==> config.mk <==
export PLATFORM = sky130hd
export DESIGN_NAME = registration_accept_ie_parser_core
export DESIGN_NICKNAME = d
export VERILOG_FILES = /design/src/rtl/raie_pkg.sv /design/src/rtl/raie_front.sv /design/src/rtl/raie_queue.sv /design/src/rtl/raie_back.sv /design/src/rtl/registration_accept_ie_parser_core.sv
export SDC_FILE = /design/constraint.sdc
export NUM_CORES = 1
export LEC_CHECK = 0
export ABC_AREA = 1
export BUFFER_PORTS_ARGS = -buffer_cell sky130_fd_sc_hd__buf_2
export CORE_MARGIN = 5
export CORE_UTILIZATION = 40
export CTS_CLUSTER_SIZE = 14
export DETAILED_ROUTE_END_ITERATION = 6
export PLACE_DENSITY_LB_ADDON = 0.05
export SYNTH_ARGS = -nofsm -noshare
export SYNTH_HDL_FRONTEND = slang
export SYNTH_SLANG_ARGS = --single-unit
==> constraint.sdc <==
create_clock -name clk -period 7.76 [get_ports clk]
set_input_delay 0.776 -clock clk [delete_from_list [all_inputs] [get_ports clk]]
set_output_delay 0.776 -clock clk [all_outputs]
set_load 0.1 [all_outputs]
==> src/rtl/raie_pkg.sv <==
// Shared types and constants for the registration accept element parser.
package raie_pkg;

	// Status codes carried in an end-of-message word
	localparam logic [2:0] ST_OK        = 3'd0;
	localparam logic [2:0] ST_SHORT     = 3'd1;
	localparam logic [2:0] ST_TRUNC_LEN = 3'd2;
	localparam logic [2:0] ST_ELEM_OVR  = 3'd3;
	localparam logic [2:0] ST_ITEM_OVR  = 3'd4;
	localparam logic [2:0] ST_TOO_MANY  = 3'd5;
	localparam logic [2:0] ST_BAD_LEN   = 3'd6;

	// Element identifiers and ranges
	localparam logic [7:0] IEI_ALLOWED    = 8'h15;
	localparam logic [7:0] IEI_CONFIGURED = 8'h31;
	localparam logic [7:0] IEI_LONG_LO    = 8'h70;
	localparam logic [7:0] IEI_LONG_HI    = 8'h7D;

	// Element kinds
	localparam logic [1:0] EK_SKIP       = 2'd0;
	localparam logic [1:0] EK_ALLOWED    = 2'd1;
	localparam logic [1:0] EK_CONFIGURED = 2'd2;

	// Result word kinds
	localparam logic KIND_SLICE  = 1'b0;
	localparam logic KIND_STATUS = 1'b1;

	// Depth of the queue between front and back
	localparam int QDEPTH = 4;
	localparam int QPTR_W = $clog2(QDEPTH);

	typedef struct packed {
		logic [7:0] data_byte;
		logic       end_of_message;
	} in_word_t;

	typedef struct packed {
		logic        kind;
		logic        list_kind;
		logic [2:0]  slice_index;
		logic [7:0]  sst;
		logic [23:0] sd;
		logic [7:0]  home_sst;
		logic [23:0] home_sd;
		logic [2:0]  present_mask;
		logic [2:0]  status;
		logic [3:0]  registration_octet;
		logic [3:0]  allowed_count;
		logic [3:0]  configured_count;
	} out_word_t;

	// What one octet leaves behind: a slice word, a status word, or both
	typedef struct packed {
		logic      has_slice;
		logic      has_status;
		out_word_t slice;
		out_word_t status;
	} q_entry_t;

endpackage

==> src/rtl/raie_front.sv <==
// Front part: walks the octet stream and builds slice and status words.
module raie_front #(
	parameter int MAX_SLICES = 8
) (
	input  logic               clk,
	input  logic               arst_n,
	input  logic               accept,
	input  raie_pkg::in_word_t octet,
	output logic               push,
	output raie_pkg::q_entry_t entry
);

	localparam int CW = $clog2(MAX_SLICES + 1);

	typedef enum logic [3:0] {
		PH_LENOCT, PH_RESOCT, PH_IEI, PH_LEN1, PH_LENH, PH_LENL,
		PH_SKIP, PH_ITEMLEN, PH_ITEMBODY, PH_ERR
	} phase_t;

	function automatic logic [2:0] mask_for_length(input logic [3:0] len);
		case (len)
			4'd2:    return 3'd2;
			4'd4:    return 3'd1;
			4'd5:    return 3'd3;
			4'd8:    return 3'd7;
			default: return 3'd0;
		endcase
	endfunction

	phase_t        phase_q, phase_d;
	logic [15:0]   rem_q, rem_d;
	logic [7:0]    lenh_q, lenh_d;
	logic [1:0]    ekind_q, ekind_d;
	logic [3:0]    ilen_q, ilen_d;
	logic [3:0]    ipos_q, ipos_d;
	logic [7:0]    sst_q, sst_d;
	logic [23:0]   sd_q, sd_d;
	logic [7:0]    hsst_q, hsst_d;
	logic [23:0]   hsd_q, hsd_d;
	logic [CW-1:0] cnt_q, cnt_d;
	logic [3:0]    atot_q, atot_d;
	logic [3:0]    ctot_q, ctot_d;
	logic [2:0]    err_q, err_d;
	logic [3:0]    roct_q, roct_d;

	logic          slice_emit;
	logic [7:0]    b;
	logic [15:0]   elen;
	logic          start;
	logic          commit;
	logic [2:0]    st;

	assign b = octet.data_byte;

	always_comb begin
		phase_d    = phase_q;
		rem_d      = rem_q;
		lenh_d     = lenh_q;
		ekind_d    = ekind_q;
		ilen_d     = ilen_q;
		ipos_d     = ipos_q;
		sst_d      = sst_q;
		sd_d       = sd_q;
		hsst_d     = hsst_q;
		hsd_d      = hsd_q;
		cnt_d      = cnt_q;
		atot_d     = atot_q;
		ctot_d     = ctot_q;
		err_d      = err_q;
		roct_d     = roct_q;
		slice_emit = 1'b0;
		start      = 1'b0;
		commit     = 1'b0;
		elen       = {8'd0, b};
		st         = raie_pkg::ST_OK;
		entry      = '0;

		case (phase_q)
			PH_LENOCT: phase_d = PH_RESOCT;
			PH_RESOCT: begin
				roct_d  = b[3:0];
				phase_d = PH_IEI;
			end
			PH_IEI: begin
				if (!b[7]) begin
					if (b == raie_pkg::IEI_ALLOWED)
						ekind_d = raie_pkg::EK_ALLOWED;
					else if (b == raie_pkg::IEI_CONFIGURED)
						ekind_d = raie_pkg::EK_CONFIGURED;
					else
						ekind_d = raie_pkg::EK_SKIP;
					if (b >= raie_pkg::IEI_LONG_LO && b <= raie_pkg::IEI_LONG_HI)
						phase_d = PH_LENH;
					else
						phase_d = PH_LEN1;
				end
			end
			PH_LEN1: start = 1'b1;
			PH_LENH: begin
				lenh_d  = b;
				phase_d = PH_LENL;
			end
			PH_LENL: begin
				elen  = {lenh_q, b};
				start = 1'b1;
			end
			PH_SKIP: begin
				rem_d = rem_q - 16'd1;
				if (rem_d == 16'd0)
					phase_d = PH_IEI;
			end
			PH_ITEMLEN: begin
				rem_d = rem_q - 16'd1;
				if ({8'd0, b} > rem_d) begin
					err_d   = raie_pkg::ST_ITEM_OVR;
					phase_d = PH_ERR;
				end else if (cnt_q == CW'(MAX_SLICES)) begin
					err_d   = raie_pkg::ST_TOO_MANY;
					phase_d = PH_ERR;
				end else if (b != 8'd1 && b != 8'd2 && b != 8'd4 && b != 8'd5
						&& b != 8'd8) begin
					err_d   = raie_pkg::ST_BAD_LEN;
					phase_d = PH_ERR;
				end else begin
					ilen_d  = b[3:0];
					ipos_d  = 4'd0;
					sst_d   = 8'd0;
					sd_d    = 24'd0;
					hsst_d  = 8'd0;
					hsd_d   = 24'd0;
					phase_d = PH_ITEMBODY;
				end
			end
			PH_ITEMBODY: begin
				rem_d = rem_q - 16'd1;
				if (ipos_q == 4'd0)
					sst_d = b;
				else if (ilen_q == 4'd2 || ipos_q == 4'd4)
					hsst_d = b;
				else if (ipos_q <= 4'd3)
					sd_d = {sd_q[15:0], b};
				else
					hsd_d = {hsd_q[15:0], b};
				ipos_d = ipos_q + 4'd1;
				if (ipos_d >= ilen_q) begin
					slice_emit = 1'b1;
					entry.slice.kind               = raie_pkg::KIND_SLICE;
					entry.slice.list_kind          = (ekind_q == raie_pkg::EK_CONFIGURED);
					entry.slice.slice_index        = 3'(cnt_q);
					entry.slice.sst                = sst_d;
					entry.slice.sd                 = sd_d;
					entry.slice.home_sst           = hsst_d;
					entry.slice.home_sd            = hsd_d;
					entry.slice.present_mask       = mask_for_length(ilen_q);
					entry.slice.registration_octet = roct_q;
					cnt_d = cnt_q + CW'(1);
					if (rem_d == 16'd0)
						commit = 1'b1;
					else
						phase_d = PH_ITEMLEN;
				end
			end
			default: ;
		endcase

		// open an element; an empty one closes at once
		if (start) begin
			rem_d = elen;
			cnt_d = '0;
			if (elen == 16'd0)
				commit = 1'b1;
			else if (ekind_q == raie_pkg::EK_SKIP)
				phase_d = PH_SKIP;
			else
				phase_d = PH_ITEMLEN;
		end

		// close a list and record its count
		if (commit) begin
			if (ekind_q == raie_pkg::EK_ALLOWED)
				atot_d = 4'(cnt_d);
			else if (ekind_q == raie_pkg::EK_CONFIGURED)
				ctot_d = 4'(cnt_d);
			phase_d = PH_IEI;
		end

		entry.has_slice = slice_emit;

		if (octet.end_of_message) begin
			st = err_d;
			if (st == raie_pkg::ST_OK) begin
				if (phase_d == PH_LENOCT || phase_d == PH_RESOCT)
					st = raie_pkg::ST_SHORT;
				else if (phase_d == PH_LEN1 || phase_d == PH_LENH || phase_d == PH_LENL)
					st = raie_pkg::ST_TRUNC_LEN;
				else if (phase_d == PH_SKIP || phase_d == PH_ITEMLEN
						|| phase_d == PH_ITEMBODY)
					st = raie_pkg::ST_ELEM_OVR;
			end
			entry.has_status                = 1'b1;
			entry.status.kind               = raie_pkg::KIND_STATUS;
			entry.status.status             = st;
			entry.status.registration_octet = roct_d;
			entry.status.allowed_count      = atot_d;
			entry.status.configured_count   = ctot_d;

			// back to the start for the next message
			phase_d = PH_LENOCT;
			rem_d   = '0;
			lenh_d  = '0;
			ekind_d = raie_pkg::EK_SKIP;
			ilen_d  = '0;
			ipos_d  = '0;
			sst_d   = '0;
			sd_d    = '0;
			hsst_d  = '0;
			hsd_d   = '0;
			cnt_d   = '0;
			atot_d  = '0;
			ctot_d  = '0;
			err_d   = raie_pkg::ST_OK;
			roct_d  = '0;
		end
	end

	assign push = accept && (slice_emit || octet.end_of_message);

	always_ff @(posedge clk or negedge arst_n) begin
		if (!arst_n) begin
			phase_q <= PH_LENOCT;
			rem_q   <= '0;
			lenh_q  <= '0;
			ekind_q <= raie_pkg::EK_SKIP;
			ilen_q  <= '0;
			ipos_q  <= '0;
			sst_q   <= '0;
			sd_q    <= '0;
			hsst_q  <= '0;
			hsd_q   <= '0;
			cnt_q   <= '0;
			atot_q  <= '0;
			ctot_q  <= '0;
			err_q   <= raie_pkg::ST_OK;
			roct_q  <= '0;
		end else if (accept) begin
			phase_q <= phase_d;
			rem_q   <= rem_d;
			lenh_q  <= lenh_d;
			ekind_q <= ekind_d;
			ilen_q  <= ilen_d;
			ipos_q  <= ipos_d;
			sst_q   <= sst_d;
			sd_q    <= sd_d;
			hsst_q  <= hsst_d;
			hsd_q   <= hsd_d;
			cnt_q   <= cnt_d;
			atot_q  <= atot_d;
			ctot_q  <= ctot_d;
			err_q   <= err_d;
			roct_q  <= roct_d;
		end
	end

endmodule

==> src/rtl/raie_queue.sv <==
// Short queue of parsed entries between the front and back parts.
module raie_queue (
	input  logic               clk,
	input  logic               arst_n,
	input  logic               push,
	input  raie_pkg::q_entry_t push_entry,
	output logic               full,
	input  logic               pop,
	output raie_pkg::q_entry_t head,
	output logic               empty
);

	localparam int PW = raie_pkg::QPTR_W;

	raie_pkg::q_entry_t          mem_q [raie_pkg::QDEPTH];
	logic [raie_pkg::QPTR_W-1:0] wr_ptr_q;
	logic [raie_pkg::QPTR_W-1:0] rd_ptr_q;
	logic [raie_pkg::QPTR_W:0]   count_q;

	assign full  = (count_q == (raie_pkg::QPTR_W + 1)'(raie_pkg::QDEPTH));
	assign empty = (count_q == '0);
	assign head  = mem_q[rd_ptr_q];

	always_ff @(posedge clk) begin
		if (push)
			mem_q[wr_ptr_q] <= push_entry;
	end

	always_ff @(posedge clk or negedge arst_n) begin
		if (!arst_n) begin
			wr_ptr_q <= '0;
			rd_ptr_q <= '0;
			count_q  <= '0;
		end else begin
			if (push)
				wr_ptr_q <= wr_ptr_q + PW'(1);
			if (pop)
				rd_ptr_q <= rd_ptr_q + PW'(1);
			if (push && !pop)
				count_q <= count_q + (PW + 1)'(1);
			else if (pop && !push)
				count_q <= count_q - (PW + 1)'(1);
		end
	end

endmodule

==> src/rtl/raie_back.sv <==
// Back part: drains queue entries into the result register, one word a cycle while the result is not stalled.
module raie_back (
	input  logic                clk,
	input  logic                arst_n,
	input  raie_pkg::q_entry_t  head,
	input  logic                empty,
	output logic                pop,
	output logic                result_valid,
	input  logic                result_stall,
	output raie_pkg::out_word_t result
);

	logic                valid_q;
	logic                pend_q;
	raie_pkg::out_word_t out_q;
	raie_pkg::out_word_t stat_q;
	logic                load;

	assign load         = !valid_q || !result_stall;
	assign pop          = load && !pend_q && !empty;
	assign result_valid = valid_q;
	assign result       = out_q;

	always_ff @(posedge clk or negedge arst_n) begin
		if (!arst_n) begin
			valid_q <= 1'b0;
			pend_q  <= 1'b0;
		end else if (load) begin
			if (pend_q) begin
				valid_q <= 1'b1;
				pend_q  <= 1'b0;
			end else if (!empty) begin
				valid_q <= 1'b1;
				pend_q  <= head.has_slice && head.has_status;
			end else begin
				valid_q <= 1'b0;
			end
		end
	end

	always_ff @(posedge clk) begin
		if (load) begin
			if (pend_q) begin
				out_q <= stat_q;
			end else if (!empty) begin
				out_q  <= head.has_slice ? head.slice : head.status;
				stat_q <= head.status;
			end
		end
	end

endmodule

==> src/rtl/registration_accept_ie_parser_core.sv <==
// Registration accept element parser: one octet a cycle, results a word at a time.
// Throughput: one octet per cycle; the front finishes each octet at the edge that accepts it and
// stalls the input only while the 4-entry queue is full.
// An accepted octet's word is written into the queue, then moved into the result register.
// A final octet that ends a slice makes two words, the slice word before the status word.
// Reset: arst_n clears the parser, queue and result valid; the parser also restarts
// after every end-of-message octet.
module registration_accept_ie_parser_core #(
	parameter int MAX_SLICES = 8
) (
	input  logic                clk,
	input  logic                arst_n,
	input  logic                octet_valid,
	output logic                octet_stall,
	input  raie_pkg::in_word_t  octet,
	output logic                result_valid,
	input  logic                result_stall,
	output raie_pkg::out_word_t result
);

	logic               accept;
	logic               push;
	logic               full;
	logic               pop;
	logic               empty;
	raie_pkg::q_entry_t push_entry;
	raie_pkg::q_entry_t head;

	// Hold off the source only when the queue has no room for a new entry.
	assign octet_stall = full;
	assign accept      = octet_valid && !full;

	// Front: classify elements, gather slice items, build the status word.
	raie_front #(
		.MAX_SLICES(MAX_SLICES)
	) u_front (
		.clk    (clk),
		.arst_n (arst_n),
		.accept (accept),
		.octet  (octet),
		.push   (push),
		.entry  (push_entry)
	);

	// Queue: decouple parsing from the result port.
	raie_queue u_queue (
		.clk        (clk),
		.arst_n     (arst_n),
		.push       (push),
		.push_entry (push_entry),
		.full       (full),
		.pop        (pop),
		.head       (head),
		.empty      (empty)
	);

	// Back: advance entries into the output register, slice word before status word.
	raie_back u_back (
		.clk          (clk),
		.arst_n       (arst_n),
		.head         (head),
		.empty        (empty),
		.pop          (pop),
		.result_valid (result_valid),
		.result_stall (result_stall),
		.result       (result)
	);

endmodule

==> impl_metrics.py <==
metrics = {
    "sta": {
        "fmax_ghz": 0.2217,
        "hold_viol": 0,
        "fin_skew_ns": 0.02272,
        "slew_violations": 0,
        "fin_crit_ns": 4.511,
        "period_share_pct": 58.13,
        "rsz0062_at_grt": "no",
        "setup_violations": 0,
        "tightest_slew_ns": 1.137,
        "fin_tns_setup_ns": 0,
        "holdWs_ns": 0.2033,
        "slew_headroom_pct": 23.92,
    },
    "route": {
        "routed_wl_mm": 67.25,
        "drt_first_pass_iters": 5,
        "route.detailed.drc": 0,
        "vias_per_cell": 5.133,
        "final_antenna_net_count": 0,
        "drt_iter0_markers": 1311,
        "vias": 17040,
        "wl_per_cell_um": 20.26,
    },
    "layout": {
        "layout_commonest_cell": "edfxtp_1",
        "areaGrowthSynthToFinish_pct": 12.71,
        "drive_gt1_share_pct": 15.42,
        "design_area_sq_um": 29370,
        "final_nets": 2450,
        "final_cell_mix": "edfxtp_1, nor2_1, o21ai_0",
        "diodes": 0,
        "utilization_pct": 45.57,
    },
    "synth": {
        "synth-edff-count": 471,
        "ys_warn_count": 0,
        "synthArstFlopShare_pct": 21.63,
        "synthSimpleGateAreaFrac_pct": 15.02,
        "syn_area_sq_um": 26060,
        "yosysTopAreaCellShare_pct": 54.27,
        "syn_inst": 2339,
        "ys_types": 47,
        "synth_compound_area_share_pct": 11.91,
        "synth_area_leaders": "edfxtp_1, dfrtp_1, nor2_1",
        "synthAdderAreaFrac_pct": 1.085,
        "ys_ff_latch": 601,
        "synth_top_area_cell": "edfxtp_1",
        "ys_seq_area_share_pct": 66.75,
        "synth_mux_area_share_pct": 0.04321,
        "synth_nets": 2374,
        "avgSynthCellArea_sq_um": 11.14,
        "synth_top_family_by_area": "simple AND/OR/NAND/NOR gates",
        "synthFlopType": "edfxtp_1",
        "synthXorXnorAreaFrac_pct": 0.2352,
    },
    "clocking": {
        "cts-root-buf": "clkbuf_16",
        "cts_htree_levels": 3,
        "clockBufferDepth": 3,
        "cts_resized": 0,
        "clkSinkCount": 601,
        "cts_hold_buffers": 0,
        "post_cts_buffers": 0,
        "clkTransAtPathRegs_ns": 0.06,
        "tritoncts": "built",
        "clock_latency_ns": 0.60,
        "cts_buffers": 68,
    },
    "power": {
        "pwr-share-clk_pct": 23.8,
        "combPwrFrac_pct": 40.2,
        "ir_drop_v": 0.0002117,
        "p_int_mw": 6.982,
        "power.leakage_nw": 11.52,
        "power_mw": 12.56,
        "p_sw_mw": 5.574,
        "power_density_nw_per_um2": 427.5,
        "seq_power_share_pct": 36.0,
        "swShare_pct": 44.39,
    },
    "die": {
        "io_pins": 102,
        "die_y_um": 265.3,
        "die_width_um": 265.3,
        "rows": 93,
        "die_area_sq_um": 70360,
        "core-area_sq_um": 64460,
        "initial_core_util_pct": 40.43,
    },
    "critical_path": {
        "critical_path_required_ns": 7.97,
        "crit_path_end_kind": "register",
        "path_max_fanout": 38,
        "cpMaxStageDelayCell": "buf_4",
        "worstPathArrival_ns": 4.72,
        "start_kind": "register",
        "crit_path_cell_trace": "inv_1, ha_1, ha_1, inv_1, nor2_1, o211ai_1, nand3_1, nand2_2, a21oi_1, inv_1, nor2_4, buf_4",
        "crit_path_max_incr_delay_ns": 0.67,
        "crit_type": "register to register",
        "path_common_cell": "inv_1",
    },
    "global_route": {
        "gr-total-overflow": 0,
        "grt_pass1_vias": 16900,
        "grt_pass1_wl_mm": 103.6,
        "grt_max_degree": 129,
        "antenna_found_initial": 0,
        "grtUsageTotal_pct": 18.85,
    },
    "placement": {
        "place_congestion": 0.8679,
        "dp.final_hpwl_mm": 40.15,
        "dpl-instance-area_sq_um": 27340,
        "io_buffers": 101,
    },
    "job": {
        "maxCapViolCount": 0,
    },
    "run_status": {
        "outcome": "completed",
    },
    "hold_path": {
        "hold_class": "input port to async pin",
    },
}
-- stage by stage --
stage / setup slack, ns / instances
final: 3.249 / 3320
after global routing: 2.865 / 3320
after CTS: 3.228 / 3320
after detailed placement: 3.220 / 3200
after global placement: 3.274 / 3200
after floorplan: 1.436 / 2339
-- flip-flops by register name, indices dropped and copies added (netlist names), 8 cells and up --
name            flops
u_front.sst_q       8
u_back.stat_q      16
u_front.lenh_q      8
u_front.hsst_q      8
u_front.hsd_q      24
u_front.rem_q      16
u_front.sd_q       24
u_back.result      87
u_queue.mem_q     368
-- metal layers --
layer / track usage [%] / share of wire (%) / vias to the layer above
met1: 27.21 / 47 / 8401
met2: 30.10 / 47 / 317
met4: 4.951 / 1.8 / 0
met3: 2.978 / 3.9 / 80
li1: - / - / 8242
met5: 0 / 0 / -
-- kinds of logic after synthesis --
logic type | count (synthesis)
and+or+nand+nor | 864
DFF | 601
AOI/OAI and AO/OA | 530
buffers and inverters | 314
adders and majority gates | 22
xor gates and xnor gates | 7
muxes | 1
-- critical path, delay by kind of cell (launching register included) --
| kind | cells | cell delay [ns] |
|---|---|---|
| compound gates | 2 | 0.62 |
| flops | 1 | 0.40 |
| buf+inv | 4 | 1.15 |
| simple gates | 4 | 1.26 |
| fa+ha+maj | 2 | 0.64 |
-- Yosys cell counts (3+ instances only) --
library cell	instances
a21oi_1	96
a22o_1	12
buf_1	12
buf_2	5
buf_6	14
clkbuf_1	90
clkinv_1	3
dfrtp_1	130
edfxtp_1	471
ha_1	21
inv_1	184
inv_2	6
nand2_1	217
nand2_2	10
nand3_1	53
nand3_2	6
nand3b_1	9
nand3b_2	48
nand4_1	17
nor2_1	473
nor2_2	7
nor2_4	6
nor3_1	11
nor4_1	3
o21ai_0	283
o21ai_1	5
o21ai_2	61
o22ai_1	47
o22ai_2	8
o31ai_1	4
xor2_1	6
-- area by class of cell --
| class | instances | area (sq um) |
|---|---|---|
| flip-flops and latches | 601 | 17400 |
| repair buffers | 127 | 719.4 |
| fillers | 6043 | 35090 |
| clock inverters | 22 | 157.7 |
| well taps | 855 | 1070 |
| clock buffers | 98 | 1876 |
| multi-input cells | 1424 | 7417 |
| inverters | 193 | 729.5 |
-- power by group through the flow --
stage	registers [mW]	clock network (mW)	logic, mW
floorplan	6.25	0	2.21
global placement	4.58	0	5.11
detailed placement	4.59	0	5.13
CTS	4.53	3.08	5.14
global route	4.58	3.22	5.47
finish	4.52	2.98	5.05
-- worst paths after layout --
check | slack (ns) | startpoint | end | depth (start not counted)
worst min-delay path | 0.20 | arst_n | u_front.sd_q[21] | 1
worst min register to register | 0.48 | u_front.ctot_q[1] | u_front.ctot_q[1] | 2
worst max-delay path | 3.25 | u_front.ipos_q[0] | u_queue.mem_q[0][47] | 12
min in group clk | 0.48 | u_front.ctot_q[1] | u_front.ctot_q[1] | 2
max in group asynchronous | 6.10 | arst_n | u_front.sd_q[0] | 2
worst max register to register | 3.25 | u_front.ipos_q[0] | u_queue.mem_q[0][47] | 12
No activity file was read; power rests on OpenSTA's default activity.
